## src/rtl/sile_pkg.sv

```systemverilog
// Shared types and codes for the sorted integer list engine.
package sile_pkg;

  // Command codes as they arrive on the input channel
  localparam logic [2:0] CMD_INSERT = 3'd0;
  localparam logic [2:0] CMD_DELETE = 3'd1;
  localparam logic [2:0] CMD_CLEAR  = 3'd2;
  localparam logic [2:0] CMD_MODIFY = 3'd3;
  localparam logic [2:0] CMD_SEARCH = 3'd4;
  localparam logic [2:0] CMD_DUMP   = 3'd5;

  // Result status codes
  localparam logic [1:0] STATUS_OK        = 2'd0;
  localparam logic [1:0] STATUS_NOT_FOUND = 2'd1;
  localparam logic [1:0] STATUS_FULL      = 2'd2;
  localparam logic [1:0] STATUS_EMPTY     = 2'd3;

  // Depth of the small queues between the parts
  localparam int QDEPTH = 2;

  typedef enum logic [2:0] {
    OP_INSERT,
    OP_DELETE,
    OP_CLEAR,
    OP_MODIFY,
    OP_SEARCH,
    OP_DUMP
  } op_t;

  typedef enum logic [1:0] {
    S_IDLE,
    S_EXEC,
    S_DUMP
  } state_t;

  // Classified command handed from the front to the list engine
  typedef struct packed {
    op_t         op;
    logic [31:0] key;
    logic [31:0] new_value;
  } cmd_t;

  // One result item
  typedef struct packed {
    logic [1:0]  status;
    logic [31:0] value;
    logic [4:0]  position;
    logic        last;
  } res_t;

endpackage

```

## src/rtl/sile_fifo.sv

```systemverilog
// Two-entry register queue of generic width.
module sile_fifo #(
  parameter int WIDTH = 8
) (
  input  logic             clk,
  input  logic             rst_n,
  input  logic             wr_en,
  input  logic [WIDTH-1:0] wr_data,
  output logic             full,
  input  logic             rd_en,
  output logic [WIDTH-1:0] rd_data,
  output logic             empty
);
  import sile_pkg::*;

  logic [WIDTH-1:0] mem_r [QDEPTH];
  logic             wr_ptr_r, wr_ptr_nxt;
  logic             rd_ptr_r, rd_ptr_nxt;
  logic [1:0]       cnt_r, cnt_nxt;
  logic             do_wr, do_rd;

  assign full    = (cnt_r == 2'(QDEPTH));
  assign empty   = (cnt_r == 2'd0);
  assign rd_data = mem_r[rd_ptr_r];
  assign do_wr   = wr_en && !full;
  assign do_rd   = rd_en && !empty;

  // pointer and fill bookkeeping
  always_comb begin
    wr_ptr_nxt = do_wr ? ~wr_ptr_r : wr_ptr_r;
    rd_ptr_nxt = do_rd ? ~rd_ptr_r : rd_ptr_r;
    cnt_nxt    = cnt_r;
    if (do_wr && !do_rd) begin
      cnt_nxt = cnt_r + 2'd1;
    end else if (do_rd && !do_wr) begin
      cnt_nxt = cnt_r - 2'd1;
    end
  end

  always_ff @(posedge clk) begin
    if (!rst_n) begin
      wr_ptr_r <= 1'b0;
      rd_ptr_r <= 1'b0;
      cnt_r    <= 2'd0;
    end else begin
      wr_ptr_r <= wr_ptr_nxt;
      rd_ptr_r <= rd_ptr_nxt;
      cnt_r    <= cnt_nxt;
    end
  end

  // storage, no reset
  always_ff @(posedge clk) begin
    if (do_wr) begin
      mem_r[wr_ptr_r] <= wr_data;
    end
  end

endmodule

```

## src/rtl/sile_front.sv

```systemverilog
// Input side: takes transfers, decodes commands and queues them for the engine.
module sile_front (
  input  logic           clk,
  input  logic           rst_n,
  input  logic           push,
  output logic           full,
  input  logic [2:0]     in_command,
  input  logic [31:0]    in_key,
  input  logic [31:0]    in_new_value,
  output sile_pkg::cmd_t cmd_head,
  output logic           cmd_empty,
  input  logic           cmd_pop
);
  import sile_pkg::*;

  cmd_t cmd_in;
  logic known;
  logic [$bits(cmd_t)-1:0] head_bits;

  // classify; unknown codes are taken and dropped
  always_comb begin
    known        = 1'b1;
    cmd_in.op    = OP_INSERT;
    cmd_in.key   = in_key;
    cmd_in.new_value = in_new_value;
    case (in_command)
      CMD_INSERT: cmd_in.op = OP_INSERT;
      CMD_DELETE: cmd_in.op = OP_DELETE;
      CMD_CLEAR:  cmd_in.op = OP_CLEAR;
      CMD_MODIFY: cmd_in.op = OP_MODIFY;
      CMD_SEARCH: cmd_in.op = OP_SEARCH;
      CMD_DUMP:   cmd_in.op = OP_DUMP;
      default:    known = 1'b0;
    endcase
  end

  sile_fifo #(
    .WIDTH ($bits(cmd_t))
  ) u_cmd_q (
    .clk     (clk),
    .rst_n   (rst_n),
    .wr_en   (push && known),
    .wr_data (cmd_in),
    .full    (full),
    .rd_en   (cmd_pop),
    .rd_data (head_bits),
    .empty   (cmd_empty)
  );

  assign cmd_head = cmd_t'(head_bits);

endmodule

```

## config.mk

```make
export PLATFORM = sky130hd
export DESIGN_NAME = sile_front
export DESIGN_NICKNAME = d
export VERILOG_FILES = /design/src/rtl/sile_pkg.sv /design/src/rtl/sile_fifo.sv /design/src/rtl/sile_front.sv
export SDC_FILE = /design/constraint.sdc
export NUM_CORES = 1
export LEC_CHECK = 0
export BUFFER_PORTS_ARGS = -buffer_cell sky130_fd_sc_hd__buf_2
export CORE_MARGIN = 2
export CORE_UTILIZATION = 52
export CTS_BUF_LIST = sky130_fd_sc_hd__clkbuf_16
export CTS_CLUSTER_DIAMETER = 30
export DETAILED_ROUTE_END_ITERATION = 8
export MAX_ROUTING_LAYER = met4
export PLACE_DENSITY = 0.79
export SLEW_MARGIN = 20
export SYNTH_ARGS = -nofsm -noshare
export SYNTH_HDL_FRONTEND = slang
export SYNTH_HIERARCHICAL = 1
export SYNTH_SLANG_ARGS = --single-unit
```

## constraint.sdc

```tcl
create_clock -name clk -period 5.4 [get_ports clk]
set_input_delay 1.08 -clock clk [delete_from_list [all_inputs] [get_ports clk]]
set_output_delay 1.08 -clock clk [all_outputs]
set_load 0.02 [all_outputs]
```

==> results.md <==
- Clock Sinks: 139
- Area delta synth->final: 28.4%
- RSZ-0062 raised after global routing: no
- Layout Nets: 470
- Crit path time final: 3.07 ns
- Worst slew pin tran: 0.948 ns
- Top cell type by total area after synthesis: edfxtp_1
- Cell breakdown of the critical path: mux2_2 > buf_2
- Main synth FF type: edfxtp_1
- Hold Fails Final Rpt: 0
- Power density over cell area: 512 nW/um^2
- F_max: 326 MHz
- Global route overflow: 0
- Crit path DAT: 1.99 ns
- Clock-pin slew on the worst setup and hold paths: 0.06 ns
- Worst-path maximum fanout: 67
- Root Buffer: clkbuf_16
- WHS Path Cells: 2
- Initial antenna violation count: 1
- Final instance area: 6590 sq um
- Routed len/inst: 15.7 um
- Total number of vias: 2,629
- Post-synth top area share: 0.783
- Post-synth ARST share: 0
- Die height: 103 um
- # IOs: 140
- Hold Slack: 0.524 ns
- Multi-input gate area: 952 sq um
- Fill cells: 685
- H-Tree Depth: 4
- Clock Tree Buf Depth: 2
- Critical Path Source Type: flip-flop
- FF-to-FF path depth: 2
- Post-cts sizing count: 0
- Starting Density: 0.530
- Final setup viols: 0
- Buffers & Inverters on Critical Path: 1
- Placed cell area: 5970 sq um
- # port buffers: 139
- Slowest CP cell: dfxtp_4
- TritonCTS buffer count: 17
- CP top delay family: flip-flops
- Post-CTS setup buffer count: 0
- Warnings, synthesis: 6
- First-pass GRT wire length: 12.4 mm
- Area contributors post-synth: edfxtp_1 (78%), mux2_2 (8.1%), mux2_1 (6.6%), dfxtp_1 (1.9%), ha_1 (0.97%)
- R2R setup slack: 3.55 ns
- Setup TNS: 0 ns
- Post-synthesis sequential area ratio: 0.803
- Remaining DRCs: 0
- Worst skew pair latency: 0.40 ns
- R2R Path Start: u_cmd_q/cnt_r[0]
- Slew margin rel.: 0.368
- Yosys cell types: 25
- Site row count: 36
- RD Place Congestion: 0.723
- Vias in the first global route: 2,605
- Min-Delay Startpoint: u_cmd_q/cnt_r[1]
- Mapped Cells: 242
- Status: finished clean
- Drt first-iter violations: 105
- CP Capture Type: primary output
- Period Utilization, post-route: 0.568
- Crit Path Class: flip-flop to primary output
- Max Slew Vio Count: 0
- WHS Endpoint: u_cmd_q/cnt_r[1]
- Via density: 4.86
- Hold_buf cts: 0
- Syn Area/Cell: 21.2 sq um
- Most common cell after layout, fill and taps aside: buf_2
- Max cap viols: 0
- Core ar.: 9680 sq um
- Leak pwr: 2.50 nW
- Chip width: 103 um
- EDFF count, synth: 134
- Storage element area: 4130 sq um
- Maximum vdd drop: 322 uV
- Stages on the worst setup path: 2
- Routed Antenna Nets: 0
- Largest net degree at the start of global routing: 68
- Syn_nets: 317
- Worst min path class: flip-flop to flip-flop
- DRT Pass-1 Iters: 4
- Total track usage: 0.168
- Fin Clk Skew: 0.00891 ns
- CP max stage delay: 0.91 ns
- Yosys reg bits: 139
- Most frequent cells in the layout: buf_2 (139), edfxtp_1 (134), mux2_2 (37)
- Area of the mapped netlist: 5140 sq um
- Die ar.: 10,700 sq um
- R2R Path End: u_cmd_q/mem_r[1][29]
- CP required: 4.32 ns
- CTS tree: yes
- DP Wirelength: 5.28 mm
- Final wirelength: 8.48 mm
- Fraction of layout cells with a size suffix above 1: 0.521
## worst register-to-register path, stage by stage, from the launching register on
cell and delay [ns]:
dfxtp_1 0.40, nand2b_1 0.19, and3_4 0.81
## kinds of logic after synthesis
group                    synth area share
flip-flops                          0.803
multiplexers                        0.147
buffers and inverters              0.0139
AND/OR/NAND/NOR                    0.0127
AO/OA/AOI/OAI                     0.00877
adder cells (fa/ha/maj)           0.00974
XOR/XNOR                          0.00512
## metrics by stage
| step | cells | power [W] | util | worst slack (ns) |
|---|---|---|---|---|
| floorplan | 242 | 0.00197 | - | 0.805 |
| global placement | 509 | 0.00219 | 0.617 | 2.58 |
| detailed placement | 509 | 0.00221 | 0.617 | 2.54 |
| CTS | 540 | 0.00341 | 0.680 | 2.33 |
| global route | 541 | 0.00351 | 0.681 | 2.26 |
| finish | 541 | 0.00337 | 0.681 | 2.33 |
## report_power, final
part	switching (W)	internal, W
combinational	0.000428	0.000312
clock	0.000422	0.000773
sequential	0.000105	0.00133
total	0.000954	0.00242
## synthesized netlist by cell type (2+ instances only)
cell      count
edfxtp_1    134
xnor2_1       2
o21a_1        2
mux2_1       30
dfxtp_1       5
and2_1        3
ha_1          4
buf_6         3
nor2_1        3
buf_2         3
inv_1         3
mux2_2       37
## layer usage
layer,up-vias,GRT usage,wire [um]
li1,1252,-,-
met1,1268,0.189,3360
met2,98,0.265,4370
met3,11,0.0692,635
met4,0,0.0729,121
met5,-,-,0
## state kept, by name, summed over array words and instances, names as in the netlist, named ones only
| register | cells |
|---|---|
| u_cmd_q/rd_ptr_r | 1 |
| u_cmd_q/mem_r | 134 |
| u_cmd_q/cnt_r | 2 |
| u_cmd_q/wr_ptr_r | 1 |
## how the worst max path moves through the flow
stage	startpoint	end	slack, ns
floorplan	in_command[1]	u_cmd_q/mem_r[0][0]	0.81
global route	flip-flop	cmd_head[22]	2.26
global placement	in_command[1]	u_cmd_q/mem_r[1][52]	2.58
finish	flip-flop	cmd_head[63]	2.33
detailed placement	in_command[1]	u_cmd_q/mem_r[1][56]	2.54
CTS	flip-flop	cmd_head[22]	2.33
## final cells by class
| class | count | share of cell area |
|---|---|---|
| diodes | 1 | 0.000380 |
| clock buffers | 17 | 0.0645 |
| clock inverters | 14 | 0.0292 |
| inverters | 4 | 0.00228 |
| multi-input cells | 92 | 0.144 |
| flip-flops and latches | 139 | 0.626 |
| well taps | 133 | 0.0252 |
| repair buffers | 141 | 0.108 |
(Power assumes the default switching activity.)
