**config.mk**
```make
export PLATFORM = sky130hd
export DESIGN_NAME = sile_fifo
export DESIGN_NICKNAME = d
export VERILOG_FILES = /design/src/rtl/sile_pkg.sv /design/src/rtl/sile_fifo.sv
export SDC_FILE = /design/constraint.sdc
export NUM_CORES = 1
export LEC_CHECK = 0
export BUFFER_PORTS_ARGS = -buffer_cell sky130_fd_sc_hd__buf_2
export CORE_MARGIN = 10
export CORE_UTILIZATION = 35
export DETAILED_ROUTE_END_ITERATION = 12
export PLACE_DENSITY = 0.65
export SYNTH_ARGS = -nofsm -noshare
export SYNTH_HDL_FRONTEND = slang
export SYNTH_SLANG_ARGS = --single-unit
export TNS_END_PERCENT = 5
```
**constraint.sdc**
```tcl
create_clock -name clk -period 1.87 [get_ports clk]
set_input_delay 0.187 -clock clk [delete_from_list [all_inputs] [get_ports clk]]
set_output_delay 0.187 -clock clk [all_outputs]
set_load 0.01 [all_outputs]
```
**src/rtl/sile_pkg.sv**
```systemverilog
// Shared types and codes for the sorted integer list engine.
package sile_pkg;

  // Command codes as they arrive on the input channel
  localparam logic [2:0] CMD_INSERT = 3'd0;
  localparam logic [2:0] CMD_DELETE = 3'd1;
  localparam logic [2:0] CMD_CLEAR  = 3'd2;
  localparam logic [2:0] CMD_MODIFY = 3'd3;
  localparam logic [2:0] CMD_SEARCH = 3'd4;
  localparam logic [2:0] CMD_DUMP   = 3'd5;

  // Result status codes
  localparam logic [1:0] STATUS_OK        = 2'd0;
  localparam logic [1:0] STATUS_NOT_FOUND = 2'd1;
  localparam logic [1:0] STATUS_FULL      = 2'd2;
  localparam logic [1:0] STATUS_EMPTY     = 2'd3;

  // Depth of the small queues between the parts
  localparam int QDEPTH = 2;

  typedef enum logic [2:0] {
    OP_INSERT,
    OP_DELETE,
    OP_CLEAR,
    OP_MODIFY,
    OP_SEARCH,
    OP_DUMP
  } op_t;

  typedef enum logic [1:0] {
    S_IDLE,
    S_EXEC,
    S_DUMP
  } state_t;

  // Classified command handed from the front to the list engine
  typedef struct packed {
    op_t         op;
    logic [31:0] key;
    logic [31:0] new_value;
  } cmd_t;

  // One result item
  typedef struct packed {
    logic [1:0]  status;
    logic [31:0] value;
    logic [4:0]  position;
    logic        last;
  } res_t;

endpackage

```
**src/rtl/sile_fifo.sv**
```systemverilog
// Two-entry register queue of generic width.
module sile_fifo #(
  parameter int WIDTH = 8
) (
  input  logic             clk,
  input  logic             rst_n,
  input  logic             wr_en,
  input  logic [WIDTH-1:0] wr_data,
  output logic             full,
  input  logic             rd_en,
  output logic [WIDTH-1:0] rd_data,
  output logic             empty
);
  import sile_pkg::*;

  logic [WIDTH-1:0] mem_r [QDEPTH];
  logic             wr_ptr_r, wr_ptr_nxt;
  logic             rd_ptr_r, rd_ptr_nxt;
  logic [1:0]       cnt_r, cnt_nxt;
  logic             do_wr, do_rd;

  assign full    = (cnt_r == 2'(QDEPTH));
  assign empty   = (cnt_r == 2'd0);
  assign rd_data = mem_r[rd_ptr_r];
  assign do_wr   = wr_en && !full;
  assign do_rd   = rd_en && !empty;

  // pointer and fill bookkeeping
  always_comb begin
    wr_ptr_nxt = do_wr ? ~wr_ptr_r : wr_ptr_r;
    rd_ptr_nxt = do_rd ? ~rd_ptr_r : rd_ptr_r;
    cnt_nxt    = cnt_r;
    if (do_wr && !do_rd) begin
      cnt_nxt = cnt_r + 2'd1;
    end else if (do_rd && !do_wr) begin
      cnt_nxt = cnt_r - 2'd1;
    end
  end

  always_ff @(posedge clk) begin
    if (!rst_n) begin
      wr_ptr_r <= 1'b0;
      rd_ptr_r <= 1'b0;
      cnt_r    <= 2'd0;
    end else begin
      wr_ptr_r <= wr_ptr_nxt;
      rd_ptr_r <= rd_ptr_nxt;
      cnt_r    <= cnt_nxt;
    end
  end

  // storage, no reset
  always_ff @(posedge clk) begin
    if (do_wr) begin
      mem_r[wr_ptr_r] <= wr_data;
    end
  end

endmodule

```
==> results of run 1 <==
-- registers in the layout (all words and copies together) (netlist names), named ones only --
signal    count
cnt_r         2
wr_ptr_r      1
rd_ptr_r      1
mem_r        16
-- where the power goes --
part	internal (µW)	total (µW)	leakage, µW	switching (µW)
registers	595	659	0.000191	63.6
logic	191	382	0.000188	191
clock network	82.9	206	0.0000150	123
-- final cells by class --
class	instances	area, µm²
Timing Repair Buffer	22	113
Tap cell	28	35.0
Clock buffer	4	26.3
Fill cell	218	1220
Multi-Input combinational cell	26	206
Sequential cell	21	581
Inverter	3	11.3
-- metrics by stage --
stage               cells  area (µm²)  setup WS [ns]  power, µW  util [%]
detailed placement    100         946          0.258       1060      43.2
global placement      100         946          0.342       1050      43.2
global route          104         972          0.126       1350      44.4
CTS                   104         972          0.233       1270      44.4
finish                104         972          0.250       1250      44.4
floorplan              51         803          0.323        915         -
-- placed cells by master (no fill, tap or decap) --
| cell | synthesis | routed |
|---|---|---|
| ha_1 | 1 | 1 |
| o21ai_0 | 2 | 2 |
| buf_2 | 1 | 21 |
| inv_1 | 3 | 3 |
| or3_1 | 1 | 1 |
| nor2_1 | 5 | 5 |
| nand2b_1 | 1 | 1 |
| a21boi_0 | 1 | 1 |
| buf_4 | 0 | 1 |
| nor3_2 | 1 | 1 |
| dfxtp_1 | 5 | 5 |
| a21oi_1 | 1 | 1 |
| xor2_1 | 3 | 3 |
| mux2_2 | 8 | 8 |
| o21a_1 | 1 | 1 |
| clkbuf_1 | 0 | 1 |
| clkbuf_4 | 0 | 3 |
| and3_1 | 1 | 1 |
| edfxtp_1 | 16 | 16 |
-- worst max-delay path, stage by stage (launching register included) --
cell      delay, ns
dfxtp_1        0.37
nand2b_1       0.18
inv_1          0.11
nor2_1         0.05
ha_1           0.32
or3_1          0.38
a21oi_1        0.15
-- cell families (layout without fill, tap and decap cells) --
group | count (synthesis) | in the layout | synth area share [%]
compound gates | 5 | 5 | 3.74
mux | 8 | 8 | 11.2
simple gates | 9 | 9 | 5.92
xor+xnor | 3 | 3 | 3.27
fa+ha+maj | 1 | 1 | 1.56
buf+inv | 4 | 29 | 2.02
flops | 21 | 21 | 72.3
-- path summary, 6_finish.rpt --
check | slack (ns) | cells past startpoint | startpoint | end
worst max register to register | 0.25 | 6 | cnt_r[0] | cnt_r[1]
worst max-delay path | 0.25 | 6 | cnt_r[0] | cnt_r[1]
worst min register to register | 0.52 | 2 | rd_ptr_r | flip-flop
worst min-delay path | 0.08 | 1 | wr_data[4] | mem_r[1][4]
-- layer usage --
metal / vias up / wire length [µm] / GRT usage (%)
met5: - / 0 / 0
met4: 0 / 18 / 2.26
met3: 2 / 128 / 2.77
met2: 18 / 602 / 10.1
met1: 211 / 645 / 7.59
li1: 234 / - / -
==> impl_metrics.csv, run 1 <==
group,metric,value,unit
floorplanning,num_rows,17,
drt,routed_wl,1.39,mm
worst_setup_path,start_kind,"flip-flop",
timing,fin_tns_setup,0,ns
power,p_per_area,1280,nW/µm²
clock_network,clock_sinks,21,
floorplanning,ios,22,
worst_setup_path,critPathKind,"reg -> reg",
clock_network,ctsResizeCount,0,
synthesis,synth_top_area_cell,"edfxtp_1",
worst_setup_path,cp.required,2.10,ns
drt,drt_drc_violations_left,0,
synthesis,ys_top_cells_by_count,"16 x edfxtp_1, 8 x mux2_2, 5 x dfxtp_1, 5 x nor2_1",
clock_network,h-tree-depth,1,
global_route,antenna_found_initial,0,
floorplanning,initial_core_util,36.7,%
placed_design,gp_congestion,0.610,
clock_network,postCtsSetupBuffers,0,
run,drv_cap,0,
clock_network,clkTransAtPathRegs,0.10,ns
timing,min_period_over_period,86.6,%
placed_design,post-dp-hpwl,1.10,mm
worst_setup_path,critPathArrivalTime,1.85,ns
synthesis,synth_top_area_share,59.8,%
timing,period_needed,1.62,ns
layout,nets,90,
timing,hold_violations,0,
layout,n_antenna_cell,0,
drt,drt.antenna.violating_nets,0,
floorplanning,die_h,67.9,µm
timing,rsz0062_at_grt,"no",
synthesis,synthFlopType,"edfxtp_1",
power,irDropWorstVdd,564,µV
timing,tightest_slew,0.385,ns
clock_network,cts_tree,"yes",
clock_network,clk_latency,0.29,ns
timing,slew_violations,0,
synthesis,ys_seq_area_share,72.3,%
timing,whs,0.0763,ns
synthesis,syn_area_per_cell,15.8,µm²
synthesis,yosysWarningCount,0,
layout,area.growth.synth_to_final,21.0,%
clock_network,cts_buffer_depth,2,
clock_network,root_buffer,"clkbuf_4",
drt,dr.first_iter.drc_count,8,
clock_network,ctsHoldBuffers,0,
worst_setup_path,worstPathMaxFanout,5,
drt,num_vias,465,
synthesis,synth_cell_types,16,
synthesis,synth_edf_count,16,
synthesis,synth_cells,51,
floorplanning,die_area,4610,µm²
synthesis,synth_area,803,µm²
global_route,grt_pass1_wl,2.15,mm
clock_network,cts_buffers,3,
synthesis,ys_ff_latch,21,
synthesis,yosysMostFrequentCell,"edfxtp_1",
timing,fin_skew,0.000974,ns
timing,timing.fmax,617,MHz
timing,setup_violations,0,
synthesis,synth_nets,64,
run_status,outcome,"complete, no violations",
drt,vias_per_cell,4.47,
global_route,overflow,0,
timing,relSlewSlack,74.3,%
worst_hold_path,hold_class,"in -> reg",
global_route,grt_use_total,6.38,%
floorplanning,die_x,67.9,µm
floorplanning,coreArea,2190,µm²
global_route,grt_max_degree,12,
synthesis,synth.area.top_cells,"edfxtp_1 60%, dfxtp_1 12%, mux2_2 11%, xor2_1 3.3%, nor2_1 2.3%",
layout,drive_gt1_share,44.7,%
drt,wl_per_cell,13.4,µm
power,leakage,0.000393,µW
drt,drt-pass1-iter-count,4,
global_route,grt_pass1_vias,477,
placed_design,io_buffers,21,
worst_setup_path,end_kind,"flip-flop",
synthesis,synth-async-reset-ratio,0,%
(Power assumes the default switching activity.)
==> run 2: changes to the inputs <==
--- a/config.mk
+++ b/config.mk
@@ -12,2 +12,3 @@
 export PLACE_DENSITY = 0.65
+export REMOVE_ABC_BUFFERS = 1
 export SYNTH_ARGS = -nofsm -noshare
--- a/constraint.sdc
+++ b/constraint.sdc
@@ -3,2 +3,2 @@
 set_output_delay 0.187 -clock clk [all_outputs]
-set_load 0.01 [all_outputs]
+set_load 0.02 [all_outputs]
==> run 2 against run 1 <==
Effect of this change:
- die area unchanged
- clock power barely moved
- sequential cell count did not move
- maximum frequency decreased by 0.20%
- non-clock buffer count unchanged
- critical path type unchanged
- critical endpoint unchanged
- largest power group unchanged
==> impl_metrics.csv, run 2 (synthesized netlist as in run 1, its figures left out) <==
group,metric,value,unit
timing,min_period_over_period,86.8,%
layout,area.growth.synth_to_final,21.0,%
layout,final_common_cell,"buf_2",
clock_network,cts_buffer_depth,2,
drt,routed_wl,1.40,mm
placed_design,post-dp-hpwl,1.09,mm
floorplanning,die_x,67.9,µm
worst_setup_path,start_kind,"flip-flop",
drt,drt_drc_violations_left,0,
worst_setup_path,critPathLaunch,"cnt_r[0]",
layout,regMostFlops,"mem_r",
power,p_total,1310,µW
drt,wl_per_cell,13.4,µm
timing,whs,0.0729,ns
timing,fin_ws,0.247,ns
timing,tightest_slew,0.398,ns
clock_network,root_buffer,"clkbuf_4",
layout,register_area,581,µm²
clock_network,clock_sinks,21,
power,p_per_area,1350,nW/µm²
power,swShare,33.7,%
drt,num_vias,464,
clock_network,ctsResizeCount,0,
worst_setup_path,end_kind,"flip-flop",
power,irDropWorstVdd,882,µV
drt,drt-pass1-iter-count,3,
clock_network,ctsHoldBuffers,0,
placed_design,io_buffers,21,
floorplanning,die_area,4610,µm²
power,power_frac_comb,34.2,%
timing,period_needed,1.62,ns
drt,dr.first_iter.drc_count,9,
layout,layout_common_cells,"21 x buf_2, 16 x edfxtp_1, 8 x mux2_2, 5 x nor2_1, 5 x dfxtp_1",
layout,n_antenna_cell,0,
worst_setup_path,r2r_cells,6,
worst_setup_path,crit_end,"cnt_r[1]",
timing,fin_tns_setup,0,ns
power,p_seq_share,49.9,%
worst_hold_path,hold_class,"in -> reg",
clock_network,clkTransAtPathRegs,0.11,ns
run_status,outcome,"complete, no violations",
clock_network,cts_buffers,3,
global_route,grt_use_total,6.30,%
floorplanning,initial_core_util,36.7,%
timing,relSlewSlack,73.5,%
global_route,antenna_found_initial,0,
power,p_sw,441,µW
drt,drt.antenna.violating_nets,0,
layout,largest_reg_flops,16,
timing,hold_violations,0,
layout,drive_gt1_share,44.7,%
worst_setup_path,cp.required,2.10,ns
global_route,grt_pass1_vias,500,
timing,fin_skew,0.00469,ns
timing,rsz0062_at_grt,"no",
worst_hold_path,hold_path_depth,1,
run,drv_cap,0,
drt,vias_per_cell,4.46,
worst_setup_path,reg2reg_from,"cnt_r[0]",
worst_hold_path,worstHoldStart,"wr_data[4]",
worst_setup_path,worstPathMaxFanout,5,
clock_network,cts_tree,"yes",
worst_setup_path,critPathArrivalTime,1.85,ns
clock_network,postCtsSetupBuffers,0,
placed_design,place_ws,0.256,ns
placed_design,gp_congestion,0.634,
worst_setup_path,regToRegSetupSlack,0.25,ns
layout,top_regs,"mem_r: 16 flops, cnt_r: 2 flops",
timing,setup_violations,0,
power,leakage,0.000393,µW
global_route,grt_max_degree,12,
clock_network,h-tree-depth,1,
floorplanning,num_rows,17,
floorplanning,coreArea,2190,µm²
timing,slew_violations,0,
global_route,overflow,0,
power,power.internal,870,µW
floorplanning,ios,22,
timing,timing.fmax,616,MHz
power,clkPwrFrac,15.9,%
global_route,grt_pass1_wl,2.17,mm
worst_setup_path,critPathKind,"reg -> reg",
clock_network,clk_latency,0.29,ns
worst_setup_path,worst_r2r_endpoint,"cnt_r[1]",
layout,nets,90,
layout,multiInputGateArea,206,µm²
floorplanning,die_h,67.9,µm
layout,fillers,215,
[run 2: cell counts in the layout (fill, tap and decap cells not counted)]
No cell type changed its count.
[run 2: metal layers]
metal  wire, µm  track usage (%)
met1        607             7.06
met2        625             9.98
met3        161             3.92
met4          0             1.51
met5          0                0
[run 2: worst min-delay path by stage]
stage	endpoint
after floorplan	mem_r[0][0]
after global placement	mem_r[1][1]
after detailed placement	mem_r[0][4]
after CTS	mem_r[0][4]
after global routing	mem_r[1][1]
final	mem_r[0][4]
[run 2: metrics by stage]
| stage | instance area [µm²] | instances | util (%) |
|---|---|---|---|
| 2_1_floorplan | 798 | 50 | - |
| 5_1_grt | 972 | 104 | 44.4 |
| 3_3_place_gp | 946 | 100 | 43.2 |
| 3_5_place_dp | 946 | 100 | 43.2 |
| 6_report | 972 | 104 | 44.4 |
| 4_1_cts | 972 | 104 | 44.4 |
[run 2: layout make-up]
type | instances | area share (%)
clock buffers | 4 | 2.70
inverters | 3 | 1.16
multi-input cells | 26 | 21.2
flip-flops and latches | 21 | 59.7
well taps | 28 | 3.60
repair buffers | 22 | 11.6
[run 2: worst max-delay path, stage by stage (launching register included)]
cell	delay, ns
dfxtp_1	0.36
nand2b_1	0.17
inv_1	0.11
nor2_1	0.06
ha_1	0.33
or3_1	0.38
a21oi_1	0.15
[run 2: power groups by stage]
stage          Clock, µW  Combinational (µW)  Sequential [µW]
2_1_floorplan          0                 320              651
3_3_place_gp           0                 444              664
3_5_place_dp           0                 456              667
4_1_cts              215                 458              657
5_1_grt              240                 500              668
6_report             209                 448              655
